## config.mk

```make
export PLATFORM = sky130hd
export DESIGN_NAME = rwrs_ctrl
export DESIGN_NICKNAME = d
export VERILOG_FILES = /design/src/rtl/core/rwrs_pkg.sv /design/src/rtl/core/rwrs_ctrl.sv
export SDC_FILE = /design/constraint.sdc
export NUM_CORES = 1
export LEC_CHECK = 0
export BUFFER_PORTS_ARGS = -buffer_cell sky130_fd_sc_hd__buf_2
export CORE_MARGIN = 1.5
export CORE_UTILIZATION = 40
export CTS_BUF_LIST = sky130_fd_sc_hd__clkbuf_2 sky130_fd_sc_hd__clkbuf_4 sky130_fd_sc_hd__clkbuf_8
export DETAILED_ROUTE_END_ITERATION = 10
export PLACE_DENSITY_LB_ADDON = 0.12
export SYNTH_ARGS = -nofsm -noshare
export SYNTH_HDL_FRONTEND = slang
export SYNTH_SLANG_ARGS = --single-unit
export TNS_END_PERCENT = 100
```

## constraint.sdc

```tcl
create_clock -name clk -period 5.4 [get_ports clk]
set_clock_uncertainty 0.1 [all_clocks]
set_input_delay 0.81 -clock clk [delete_from_list [all_inputs] [get_ports clk]]
set_output_delay 0.81 -clock clk [all_outputs]
set_load 0.02 [all_outputs]
```

## src/rtl/core/rwrs_pkg.sv

```systemverilog
// package for the reflecting random walk block
// shared constants, types and the quarter sine polynomial coefficients
package rwrs_pkg;
	localparam int ANGLE_BITS_DEF    = 16;
	localparam int POS_FRAC_BITS_DEF = 16;

	localparam logic [16:0] SIN_A = 17'd102944;
	localparam logic [16:0] SIN_B = 17'd42048;
	localparam logic [16:0] SIN_C = 17'd4640;

	localparam logic [1:0] REG_WIDTH  = 2'd0;
	localparam logic [1:0] REG_HEIGHT = 2'd1;
	localparam logic [1:0] REG_SPEED  = 2'd2;
	localparam logic [1:0] REG_TURN   = 2'd3;
	localparam int CFG_IDX_W  = 3;
	localparam int CFG_DATA_W = 32;

	// datapath operations issued by the controller
	localparam logic [3:0] OP_TURN  = 4'd0;
	localparam logic [3:0] OP_SD    = 4'd1;
	localparam logic [3:0] OP_Z2    = 4'd2;
	localparam logic [3:0] OP_T1    = 4'd3;
	localparam logic [3:0] OP_T2    = 4'd4;
	localparam logic [3:0] OP_T3    = 4'd5;
	localparam logic [3:0] OP_TRIG  = 4'd6;
	localparam logic [3:0] OP_MOVE  = 4'd7;
	localparam logic [3:0] OP_ROUND = 4'd8;
	localparam logic [3:0] OP_RFLX  = 4'd9;
	localparam logic [3:0] OP_RFLY  = 4'd10;
	localparam logic [3:0] OP_COMMIT = 4'd11;
	localparam logic [3:0] OP_LOAD  = 4'd12;
	localparam logic [3:0] OP_NONE  = 4'd15;

	typedef struct packed {
		logic [3:0] op;
		logic       use_sin; // 1: sine of heading, 0: cosine
		logic       axis_y;  // which coordinate the displacement goes to
	} rwrs_cmd_t;

	typedef struct packed {
		logic out_x; // candidate x outside its range
		logic out_y;
	} rwrs_stat_t;

	// input and output words
	typedef struct packed {
		logic [15:0] rand_frac;
		logic [23:0] time_step;
	} step_word_t;

	typedef struct packed {
		logic [31:0] pos_x;
		logic [31:0] pos_y;
		logic [15:0] heading_out;
		logic [1:0]  bounced;
	} walk_word_t;
endpackage

```

## src/rtl/core/rwrs_ctrl.sv

```systemverilog
// controller sequencer for the walk block
// depends on rwrs_pkg
module rwrs_ctrl
	import rwrs_pkg::*;
(
	input  logic       clk,
	input  logic       arst_n,
	input  logic       in_valid,
	output logic       in_ready,
	output logic       out_valid,
	input  logic       out_ready,
	input  rwrs_stat_t stat,
	output rwrs_cmd_t  cmd
);
	localparam logic [4:0] S_IDLE = 5'd0;
	// one trig evaluation: z2, t1, t2, t3, trig, move, round
	localparam logic [4:0] S_TURN = 5'd1;
	localparam logic [4:0] S_SD   = 5'd2;
	localparam logic [4:0] S_EV0  = 5'd3; // ..S_EV0+6
	localparam logic [4:0] S_CHK  = 5'd10;
	localparam logic [4:0] S_WAIT = 5'd11;

	logic [4:0] state_q;
	logic [1:0] pass_q; // 0 cos, 1 sin, 2 x redo, 3 y redo
	logic [2:0] ev;

	assign ev       = 3'(state_q - S_EV0);
	assign in_ready = (state_q == S_IDLE);

	// command decode
	always_comb begin
		cmd.op      = OP_NONE;
		cmd.use_sin = pass_q[0];
		cmd.axis_y  = pass_q[0];
		unique case (state_q)
			S_IDLE: cmd.op = (in_valid && in_ready) ? OP_LOAD : OP_NONE;
			S_TURN: cmd.op = OP_TURN;
			S_SD:   cmd.op = OP_SD;
			S_CHK:  cmd.op = OP_NONE;
			S_WAIT: cmd.op = OP_NONE;
			default: begin
				case (ev)
					3'd0: cmd.op = OP_Z2;
					3'd1: cmd.op = OP_T1;
					3'd2: cmd.op = OP_T2;
					3'd3: cmd.op = OP_T3;
					3'd4: cmd.op = OP_TRIG;
					3'd5: cmd.op = OP_MOVE;
					default: cmd.op = OP_ROUND;
				endcase
			end
		endcase
		// wall checks, then commit once the output register is free
		if (state_q == S_CHK) begin
			if (pass_q == 2'd0) cmd.op = OP_NONE;
			else if (pass_q == 2'd1 && stat.out_x) cmd.op = OP_RFLX;
			else if ((pass_q == 2'd1 || pass_q == 2'd2) && stat.out_y) cmd.op = OP_RFLY;
			else if (!out_valid || out_ready) cmd.op = OP_COMMIT;
			else cmd.op = OP_NONE;
		end
	end

	// sequencing
	always_ff @(posedge clk or negedge arst_n) begin
		if (!arst_n) begin
			state_q <= S_IDLE;
			pass_q  <= 2'd0;
		end else begin
			unique case (state_q)
				S_IDLE: if (in_valid && in_ready) state_q <= S_TURN;
				S_TURN: state_q <= S_SD;
				S_SD: begin
					pass_q  <= 2'd0;
					state_q <= S_EV0;
				end
				S_CHK: begin
					if (pass_q == 2'd0) begin
						pass_q  <= 2'd1;
						state_q <= S_EV0;
					end else if (cmd.op == OP_RFLX) begin
						pass_q  <= 2'd2; // recompute x with cosine
						state_q <= S_EV0;
					end else if (cmd.op == OP_RFLY) begin
						pass_q  <= 2'd3;
						state_q <= S_EV0;
					end else if (cmd.op == OP_COMMIT) begin
						state_q <= S_IDLE;
					end
				end
				S_WAIT: state_q <= S_IDLE;
				default: state_q <= (ev == 3'd6) ? S_CHK : 5'(state_q + 5'd1);
			endcase
		end
	end

	// output word valid
	always_ff @(posedge clk or negedge arst_n) begin
		if (!arst_n) out_valid <= 1'b0;
		else if (cmd.op == OP_COMMIT) out_valid <= 1'b1;
		else if (out_ready) out_valid <= 1'b0;
	end
endmodule

```

==> qor.yml <==
outcome: "complete, no violations"
antenna_left: 0
cts.sinks: 8
design.die.area_sq_um: 2323
hold_viol: 0
synth_xor_xnor_area_share_pct: 2.144
ctsHoldBuffers: 0
layout-drive-gt1-share_pct: 22.32
vias: 749
die_y_um: 48.20
insertion_delay_ns: 0.26
diodes: 0
crit_required_ns: 4.49
wl_um: 1803
async_reset_ff_share_pct: 100.0
fmax_mhz: 306.4
netlist.area_leader.share_pct: 24.50
syn_area_sq_um: 817.0
period_share_pct: 60.43
maxSlewHeadroom_pct: 63.88
fp-row-count: 16
nets: 128
reg2reg_to: "state_q[1]"
netlist_top_cells_area: "dfrtp_1 25%, ha_1 12%, a21oi_1 5.5%"
core_sq_um: 1942
io_pins: 14
hold_slack_ns: 0.2818
ctsRootBufferMaster: "clkbuf_4"
synth_top_area_cell: "dfrtp_1"
cts_setup_buffers: 0
slew_violations: 0
synth_common_cells: "10 x nor2_1, 9 x a21oi_1"
htree_levels: 1
hpwl_um: 1428
drc: 0
start_kind: "flop"
cts_tree: "yes"
drt_iter0_markers: 32
crit_type: "reg -> out"
fin_setup_tns_ns: 0
grt_use_met1_pct: 20.45
via_per_inst: 5.388
synth-edff-count: 0
r2r-start: "state_q[0]"
initial_utilization_pct: 42.07
grt_pass1_wl_um: 2863
instances_no_fill: 139
detail_route.wl_per_cell_um: 12.97
grt_use_met2_pct: 32.89
rr_worst_depth: 8
grt_max_degree: 13
ys_seq_area_share_pct: 24.50
muxShareOfSynthArea_pct: 1.378
cts_resized: 0
clock_path_buffers: 2
firstDrtPassIters: 4
ys_seq_elements: 8
use_met3_pct: 5.556
min_period_ns: 3.263
synthFlopType: "dfrtp_1"
setup_viol: 0
die_width_um: 48.20
grt-ovfl-total: 0
rsz0062_at_grt: "no"
ys_types: 40
nFillCells: 202
synth_fa_ha_area_share_pct: 12.25
busiest_layer: "met2"
synth.avg_cell_area_sq_um: 7.932
maxCapViolations: 0
path_clk_slew_ns: 0.06
syn_nets: 117
tightest_slew_ns: 0.5281
yosysWarnings: 0
fin_util_pct: 46.39
yosysMostFrequentCell: "nor2_1"
grt_pass1_vias: 682
end_kind: "output pin"
io_buffers: 13
synth_cells: 103
cts_buffers: 3
antenna_found_initial: 0
regToRegSetupSlack_ns: 2.81
synth_top_family_by_area: "compound AO/OA/AOI/OAI gates"
routabilityCongestion: 0.9131
dp.cells: 136
synth_compound_area_share_pct: 27.41
grt_use_total_pct: 18.18
synth-simple-area-share_pct: 24.04
synthToLayoutAreaGrowth_pct: 10.26
hp-class: "in -> async"
crit_arrival_ns: 2.35
crit_fanout: 11
metrics by stage:
step                      setup WS, ns  area [sq um]
after floorplan                  2.326         817.0
after global placement           2.270         878.3
after detailed placement         2.258         878.3
after CTS                        2.164         900.9
after global routing             2.003         900.9
final                            2.137         900.9
sequential cells by signal (all words and copies together) (netlist names):
name       cells
state_q        5
out_valid      1
pass_q         2
cells by family (layout without fill, tap and decap cells):
| group | count (synthesis) | after routing |
|---|---|---|
| adder cells (fa/ha/maj) | 8 | 8 |
| AND/OR/NAND/NOR | 35 | 35 |
| multiplexers | 1 | 1 |
| XOR/XNOR | 2 | 2 |
| flip-flops | 8 | 8 |
| buffers and inverters | 15 | 24 |
| AO/OA/AOI/OAI | 34 | 34 |
layer usage:
| layer | wire length (um) | share of wire [%] | vias to the layer above |
|---|---|---|---|
| li1 | - | - | 385 |
| met1 | 864 | 48 | 351 |
| met2 | 864 | 48 | 11 |
| met3 | 60 | 3.3 | 2 |
| met4 | 13 | 0.72 | 0 |
| met5 | 0 | 0 | - |
how the worst max path moves through the flow:
stage	startpoint	end	slack, ns	cells after the start
after global placement	stat[1]	cmd[4]	2.27	6
after detailed placement	stat[1]	cmd[4]	2.26	6
final	state_q[0]	cmd[3]	2.14	6
after CTS	state_q[0]	cmd[3]	2.16	6
after floorplan	stat[1]	cmd[4]	2.33	4
after global routing	state_q[0]	cmd[3]	2.00	6
worst max-delay path: stages (launching register included):
cell      delay (ns)
dfrtp_1         0.48
inv_1           0.11
ha_1            0.32
nor4bb_1        0.20
and2_4          0.20
a222oi_1        0.53
buf_2           0.27
cell usage in the layout (no fill, tap or decap), types with 2 or more instances in the layout:
| cell | n |
|---|---|
| buf_2 | 13 |
| nor2_1 | 10 |
| a21oi_1 | 9 |
| inv_1 | 8 |
| o21ai_0 | 8 |
| ha_1 | 8 |
| dfrtp_1 | 8 |
| nor3_1 | 5 |
| nand2_1 | 4 |
| o21a_1 | 3 |
| nor2b_1 | 3 |
| clkbuf_4 | 3 |
| and2_1 | 2 |
| nor3b_1 | 2 |
| xnor2_1 | 2 |
| o31ai_1 | 2 |
layout make-up:
class / count / area [sq um] / area share, %
multi-input combinational: 80 / 549.3 / 60.97
sequential: 8 / 200.2 / 22.22
timing repair buffer: 13 / 65.06 / 7.222
tap: 27 / 33.78 / 3.750
inverter: 8 / 30.03 / 3.333
clock buffer: 3 / 22.52 / 2.500
Power is left out: the tool's default activity adds up to more than one toggle a clock period on the data nets, which glitch-free logic cannot reach.
