$ cat config.mk
export PLATFORM = sky130hd
export DESIGN_NAME = rwrs_dp
export DESIGN_NICKNAME = d
export VERILOG_FILES = /design/src/rtl/core/rwrs_pkg.sv /design/src/rtl/core/rwrs_dp.sv
export SDC_FILE = /design/constraint.sdc
export NUM_CORES = 2
export LEC_CHECK = 0
export ABC_CLOCK_PERIOD_IN_PS = 14970
export BUFFER_PORTS_ARGS = -buffer_cell sky130_fd_sc_hd__buf_2
export CAP_MARGIN = 10
export CORE_MARGIN = 2
export CORE_UTILIZATION = 55
export CTS_CLUSTER_SIZE = 40
export DETAILED_ROUTE_END_ITERATION = 6
export GPL_TIMING_DRIVEN = 0
export PLACE_DENSITY_LB_ADDON = 0.1
export SYNTH_ARGS = -nofsm -noshare
export SYNTH_HDL_FRONTEND = slang
export SYNTH_SLANG_ARGS = --single-unit
$ cat constraint.sdc
create_clock -name clk -period 14.97 [get_ports clk]
set_input_delay 0 -clock clk [delete_from_list [all_inputs] [get_ports clk]]
set_output_delay 0 -clock clk [all_outputs]
set_load 0.02 [all_outputs]
$ cat src/rtl/core/rwrs_pkg.sv
// package for the reflecting random walk block
// shared constants, types and the quarter sine polynomial coefficients
package rwrs_pkg;
	localparam int ANGLE_BITS_DEF    = 16;
	localparam int POS_FRAC_BITS_DEF = 16;

	localparam logic [16:0] SIN_A = 17'd102944;
	localparam logic [16:0] SIN_B = 17'd42048;
	localparam logic [16:0] SIN_C = 17'd4640;

	localparam logic [1:0] REG_WIDTH  = 2'd0;
	localparam logic [1:0] REG_HEIGHT = 2'd1;
	localparam logic [1:0] REG_SPEED  = 2'd2;
	localparam logic [1:0] REG_TURN   = 2'd3;
	localparam int CFG_IDX_W  = 3;
	localparam int CFG_DATA_W = 32;

	// datapath operations issued by the controller
	localparam logic [3:0] OP_TURN  = 4'd0;
	localparam logic [3:0] OP_SD    = 4'd1;
	localparam logic [3:0] OP_Z2    = 4'd2;
	localparam logic [3:0] OP_T1    = 4'd3;
	localparam logic [3:0] OP_T2    = 4'd4;
	localparam logic [3:0] OP_T3    = 4'd5;
	localparam logic [3:0] OP_TRIG  = 4'd6;
	localparam logic [3:0] OP_MOVE  = 4'd7;
	localparam logic [3:0] OP_ROUND = 4'd8;
	localparam logic [3:0] OP_RFLX  = 4'd9;
	localparam logic [3:0] OP_RFLY  = 4'd10;
	localparam logic [3:0] OP_COMMIT = 4'd11;
	localparam logic [3:0] OP_LOAD  = 4'd12;
	localparam logic [3:0] OP_NONE  = 4'd15;

	typedef struct packed {
		logic [3:0] op;
		logic       use_sin; // 1: sine of heading, 0: cosine
		logic       axis_y;  // which coordinate the displacement goes to
	} rwrs_cmd_t;

	typedef struct packed {
		logic out_x; // candidate x outside its range
		logic out_y;
	} rwrs_stat_t;

	// input and output words
	typedef struct packed {
		logic [15:0] rand_frac;
		logic [23:0] time_step;
	} step_word_t;

	typedef struct packed {
		logic [31:0] pos_x;
		logic [31:0] pos_y;
		logic [15:0] heading_out;
		logic [1:0]  bounced;
	} walk_word_t;
endpackage

$ cat src/rtl/core/rwrs_dp.sv
// datapath for the walk block: shared multiplier, position and heading state
// depends on rwrs_pkg
module rwrs_dp
	import rwrs_pkg::*;
#(
	parameter int ANGLE_BITS    = ANGLE_BITS_DEF,
	parameter int POS_FRAC_BITS = POS_FRAC_BITS_DEF
) (
	input  logic        clk,
	input  logic        arst_n,
	input  rwrs_cmd_t   cmd,
	input  logic [15:0] rand_frac,
	input  logic [23:0] time_step,
	input  logic [31:0] width_q,
	input  logic [31:0] height_q,
	input  logic [23:0] speed_q,
	input  logic [14:0] turn_q,
	output rwrs_stat_t  stat,
	output logic [31:0] pos_x,
	output logic [31:0] pos_y,
	output logic [15:0] heading_out,
	output logic [1:0]  bounced
);
	localparam int AB = ANGLE_BITS;
	localparam int PW = 50; // signed candidate coordinate width
	localparam logic [AB-1:0] QUART = AB'(1) << (AB - 2);
	localparam logic [AB-1:0] HALFT = AB'(1) << (AB - 1);

	logic [15:0]   r_q;
	logic [23:0]   dt_q;
	logic [31:0]   x_q, y_q;
	logic [AB-1:0] head_q, h_q;
	logic [31:0]   sd_q;
	logic [16:0]   z_q, z2_q, t_q;
	logic          neg_q;
	logic [55:0]   m_q;
	logic signed [PW-1:0] nx_q, ny_q;
	logic [1:0]    flags_q;

	// trig argument: sine or cosine of working heading
	logic [AB-1:0] harg;
	logic [AB-3:0] frac;
	logic [16:0]   zq, zsel;
	logic [1:0]    quad;
	assign harg = cmd.use_sin ? h_q : AB'(h_q + QUART);
	assign quad = harg[AB-1:AB-2];
	assign frac = harg[AB-3:0];
	assign zq   = 17'((64'(frac) << 24) >> (AB + 6));
	assign zsel = quad[0] ? 17'(17'd65536 - zq) : zq;

	// turn amount rounded to heading units
	logic [47:0] turn_a;
	logic [47:0] turn_r;
	assign turn_a = 48'(turn_q) * 48'(32'd65536 - 32'(r_q) * 32'd2);
	assign turn_r = (turn_a + (48'd1 << (31 - AB))) >> (32 - AB);

	// shared multiplier (at most 32x24)
	logic [31:0] mul_a;
	logic [23:0] mul_b;
	logic [55:0] prod;
	always_comb begin
		mul_a = '0;
		mul_b = '0;
		case (cmd.op)
			OP_SD:   begin mul_a = 32'(speed_q); mul_b = dt_q;         end
			OP_Z2:   begin mul_a = 32'(zsel);    mul_b = 24'(zsel);    end
			OP_T1:   begin mul_a = 32'(SIN_C);   mul_b = 24'(z2_q);    end
			OP_T2:   begin mul_a = 32'(t_q);     mul_b = 24'(z2_q);    end
			OP_TRIG: begin mul_a = 32'(t_q);     mul_b = 24'(z_q);     end
			OP_MOVE: begin mul_a = sd_q;         mul_b = 24'(t_q);     end
			default: ;
		endcase
	end
	assign prod = 56'(mul_a) * 56'(mul_b);

	// candidate coordinate from rounded move
	logic [55:0] mr;
	logic signed [PW-1:0] disp, cand, base;
	assign mr   = (m_q + (56'd1 << (31 - POS_FRAC_BITS))) >> (32 - POS_FRAC_BITS);
	assign disp = neg_q ? -PW'(mr) : PW'(mr);
	assign base = cmd.axis_y ? PW'(y_q) : PW'(x_q);
	assign cand = base + disp;

	assign stat.out_x = nx_q < 0 || nx_q > $signed(PW'(width_q));
	assign stat.out_y = ny_q < 0 || ny_q > $signed(PW'(height_q));

	function automatic logic [31:0] clampv(input logic signed [PW-1:0] v,
			input logic [31:0] w);
		if (v < 0) return 32'd0;
		if (v > $signed(PW'(w))) return w;
		return v[31:0];
	endfunction

	// control-bearing state
	always_ff @(posedge clk or negedge arst_n) begin
		if (!arst_n) begin
			x_q         <= '0;
			y_q         <= '0;
			head_q      <= '0;
			pos_x       <= '0;
			pos_y       <= '0;
			heading_out <= '0;
			bounced     <= '0;
		end else if (cmd.op == OP_COMMIT) begin
			x_q         <= clampv(nx_q, width_q);
			y_q         <= clampv(ny_q, height_q);
			head_q      <= h_q;
			pos_x       <= clampv(nx_q, width_q);
			pos_y       <= clampv(ny_q, height_q);
			heading_out <= 16'((64'(h_q) << 16) >> AB);
			bounced     <= flags_q;
		end
	end

	// working registers
	always_ff @(posedge clk) begin
		case (cmd.op)
			OP_LOAD: begin r_q <= rand_frac; dt_q <= time_step; flags_q <= 2'd0; end
			OP_TURN: h_q <= AB'(head_q + AB'(turn_r));
			OP_SD:   sd_q <= 32'(prod >> 16);
			OP_Z2: begin
				neg_q <= quad[1];
				z_q   <= zsel;
			end
			default: ;
		endcase
		case (cmd.op)
			OP_Z2:   z2_q <= 17'(prod >> 16);
			OP_T1:   t_q <= 17'(SIN_B - 17'(prod >> 16));
			OP_T2:   t_q <= 17'(prod >> 16);
			OP_T3:   t_q <= 17'(SIN_A - t_q);
			OP_TRIG: t_q <= 17'(prod >> 16);
			OP_MOVE: m_q <= prod;
			OP_ROUND: begin
				if (cmd.axis_y) ny_q <= cand; else nx_q <= cand;
			end
			OP_RFLX: begin h_q <= AB'(HALFT - h_q); flags_q[0] <= 1'b1; end
			OP_RFLY: begin h_q <= AB'(0 - h_q);     flags_q[1] <= 1'b1; end
			default: ;
		endcase
	end
endmodule

==> flow_metrics.py <==
metrics = {
    "global_route": {
        "grt_pass1_vias": 44900,
        "grt_pass1_wl_um": 279000,
        "grt_overflow": 0,
        "track_usage_pct": 37.2,
        "grt_max_degree": 42,
        "antenna_found_initial": 14,
    },
    "finish": {
        "drive_gt1_share_pct": 7.29,
        "design_area_um2": 60300,
        "fillCellCount": 8580,
        "final_nets": 7701,
        "syn_to_final_growth_pct": 11.2,
    },
    "flow_run": {
        "maxCapViolCount": 0,
    },
    "place": {
        "place_congestion": 1.07,
        "place_area_um2": 57800,
        "hpwlAfterDp_um": 154000,
        "numPortBuffers": 226,
    },
    "timing": {
        "setup-violations-final": 0,
        "worst_pin_slew_ns": 1.51,
        "hold_viol_final": 0,
        "rsz0062_at_grt": "no",
        "fin_crit_sh_pct": 92.5,
        "maxSlewViolCount": 7,
        "fin_skew_ns": 0.0404,
        "slew-limit-headroom_pct": -0.475,
        "finalSetupTns_ns": 0,
        "period_needed_ns": 13.85,
        "clock.fmax_ghz": 0.0722,
    },
    "synthesis": {
        "synth_top_family_by_area": "adder cells",
        "avgSynthCellArea_um2": 9.38,
        "synth-main-ff-cell": "edfxtp_1",
        "yosys.cell_types.count": 96,
        "synthCells": 5786,
        "synth_fa_ha_area_share_pct": 42.3,
        "synth_simple_gate_area_share_pct": 14.6,
        "synth.area.top_cells": "fa_1, edfxtp_1, ha_1, inv_1, nand2_1",
        "yosysTopAreaCell": "fa_1",
        "synth-compound-area-share_pct": 7.90,
        "synth-xor-area-share_pct": 4.00,
        "synth_top_area_share_pct": 33.4,
        "ys_seq_area_share_pct": 19.3,
        "synth_edf_count": 279,
        "synthesis.area_um2": 54300,
        "muxShareOfSynthArea_pct": 2.38,
        "yosys_warnings": 0,
        "ys_async_sr_fraction_pct": 22.6,
        "ys_seq_elements": 363,
    },
    "cts": {
        "clock_path_buffers": 3,
        "insertion_delay_ns": 0.64,
        "path_clk_slew_ns": 0.07,
        "htreeDepth": 2,
        "postCtsSetupRepairBufs": 0,
        "cts_made_buffers": 43,
        "clock_sinks": 363,
        "cts-root-buf": "clkbuf_16",
        "cts_tree": "built",
    },
    "power": {
        "pwr-share-seq_pct": 16.5,
        "p_int_mw": 5.14,
        "switchingPower_mw": 5.03,
        "swShare_pct": 49.5,
        "p_per_area_nw_per_um2": 169,
        "clock_power_share_pct": 11.0,
        "p_leak_nw": 28.2,
        "p_comb_share_pct": 72.5,
        "ir_drop_mv": 0.393,
    },
    "worst_setup_path": {
        "cp.required_ns": 15.46,
        "max_stage_delay_ns": 0.87,
        "reg2reg_from": "h_q[0]",
        "worst-setup-path-type": "flip-flop to flip-flop",
        "critPathArrivalTime_ns": 14.34,
        "critPathCaptureType": "flip-flop",
        "ff2ff_setup_slack_ns": 1.12,
        "slowest_stage": "clkbuf_1",
        "crit_top_cell": "fa_1",
        "startpoint_type": "flip-flop",
        "r2r_cells": 35,
        "r2r-end": "t_q[15]",
        "crit_end": "t_q[15]",
        "crit_fanout": 10,
        "critPathLaunch": "h_q[0]",
    },
    "drt": {
        "dr.first_iter.drc_count": 3622,
        "drtPass1Iterations": 7,
        "antenna_left": 0,
        "num_vias": 43300,
        "wl_um": 185000,
        "drc": 3,
        "routed_via_density": 5.71,
        "wl_per_cell_um": 24.4,
    },
    "die": {
        "die-height_um": 318,
        "initial_core_util_pct": 55.3,
        "pin_count": 235,
        "rows": 115,
        "die_w_um": 318,
        "fp.dieArea_um2": 101000,
        "core_area_um2": 98100,
    },
    "outcome": {
        "violations": "design-rule violations, max-slew violations",
        "status": "complete, but fails checks",
    },
    "worst_hold_path": {
        "worstHoldStart": "time_step[15]",
        "hold_path.class": "input pin to flip-flop",
    },
}
[routing by layer]
metal	wire length, um	part of all wire, %	global-route usage [%]	up-vias
li1	-	-	-	19100
met1	70000	38	46.6	21600
met2	85300	46	60.5	2027
met3	16200	8.8	7.28	574
met4	13500	7.3	21.8	6
met5	40	0.022	0	-
[cell usage in the layout, fill, tap and decap left out, types with 137 or more instances in the layout]
cell / n
ha_1: 387
clkbuf_1: 236
edfxtp_1: 279
fa_1: 905
nor2_1: 372
o21ai_0: 137
buf_2: 235
xnor2_1: 166
and2_1: 180
inv_1: 1120
nand2_1: 853
[worst max-delay path: cells and delay by family, from the launching register on]
kind | cells | cell delay [ns]
AOI/OAI and AO/OA | 6 | 2.33
xor gates and xnor gates | 1 | 0.29
adders and majority gates | 9 | 4.05
buffers and inverters | 7 | 2.71
DFF | 1 | 0.51
and+or+nand+nor | 12 | 3.77
[cell families after synthesis]
logic type      count (synthesis)
compound gates                639
fa+ha+maj                    1292
mux                           122
flops                         363
buf+inv                      1367
other cells                     2
simple gates                 1753
xor+xnor                      248
[area by class of cell]
class                   instances  area, um^2  share of cell area (%)
inverters                    1122        4210                    6.98
repair buffers                373        2650                    4.39
flip-flops and latches        363       10500                    17.4
plain buffers                 245         937                    1.55
diodes                          8        20.0                  0.0332
clock buffers                  57        1160                    1.92
multi-input cells            4110       39000                    64.6
well taps                    1287        1610                    2.67
clock inverters                23         309                   0.512
[cells in the mapped netlist, types with 16 or more instances]
cell / number
o21ai_0: 137
xor2_1: 79
nor2b_1: 20
inv_1: 1120
nand2b_1: 28
or3_1: 19
nand4_1: 43
dfrtp_1: 82
nor4_1: 16
mux2_2: 53
edfxtp_1: 279
and2_1: 180
nand2_1: 853
o21a_1: 28
nor2_1: 374
o31ai_1: 50
nand3_1: 58
fa_1: 905
a211oi_1: 21
ha_1: 387
a22oi_1: 34
nor3_1: 53
clkbuf_1: 226
mux2i_1: 68
a31oi_1: 28
and3_1: 29
a21oi_1: 124
or2_2: 21
xnor2_1: 169
a21o_1: 90
[flip-flops by register name, indices dropped and copies added (netlist names), 16 cells and up]
name / cells
dt_q: 24
h_q: 16
head_q: 16
m_q: 41
nx_q: 50
ny_q: 50
r_q: 16
sd_q: 32
t_q: 17
x_q: 32
y_q: 32
z2_q: 17
[how the worst min path moves through the flow]
stage	depth (start not counted)	endpoint
4_1_cts	5	flags_q[0]
3_5_place_dp	1	y_q[15]
2_1_floorplan	0	bounced[0]
3_3_place_gp	1	dt_q[16]
6_report	2	dt_q[15]
5_1_grt	2	dt_q[15]
[power by group through the flow]
| stage | sequential (mW) | clock, mW | combinational, mW |
|---|---|---|---|
| finish | 1.68 | 1.12 | 7.37 |
| global route | 1.69 | 1.17 | 8.22 |
| CTS | 1.67 | 1.13 | 7.29 |
| detailed placement | 1.69 | 0 | 7.21 |
| global placement | 1.69 | 0 | 7.07 |
| floorplan | 1.68 | 0 | 5.25 |
[through the flow]
step                      setup slack [ns]  power, mW  cells  hold WS [ns]  utilization (%)
after global placement               0.467       8.76   7353         0.176             58.3
after floorplan                       4.92       6.93   5840        -0.296                -
after global routing                 0.958       11.1   7582        0.0683             61.5
after CTS                             1.45       10.1   7579        0.0466             61.5
final                                 1.12       10.2   7588        0.0644             61.5
after detailed placement              1.45       8.90   7391        0.0251             58.9
[repair_timing]
action,4_1_cts,5_1_grt
endpoints found under the hold margin,187,0
hold buffers,108,0
resized for setup,0,0
Note: power is estimated with default switching activity, not from simulation.
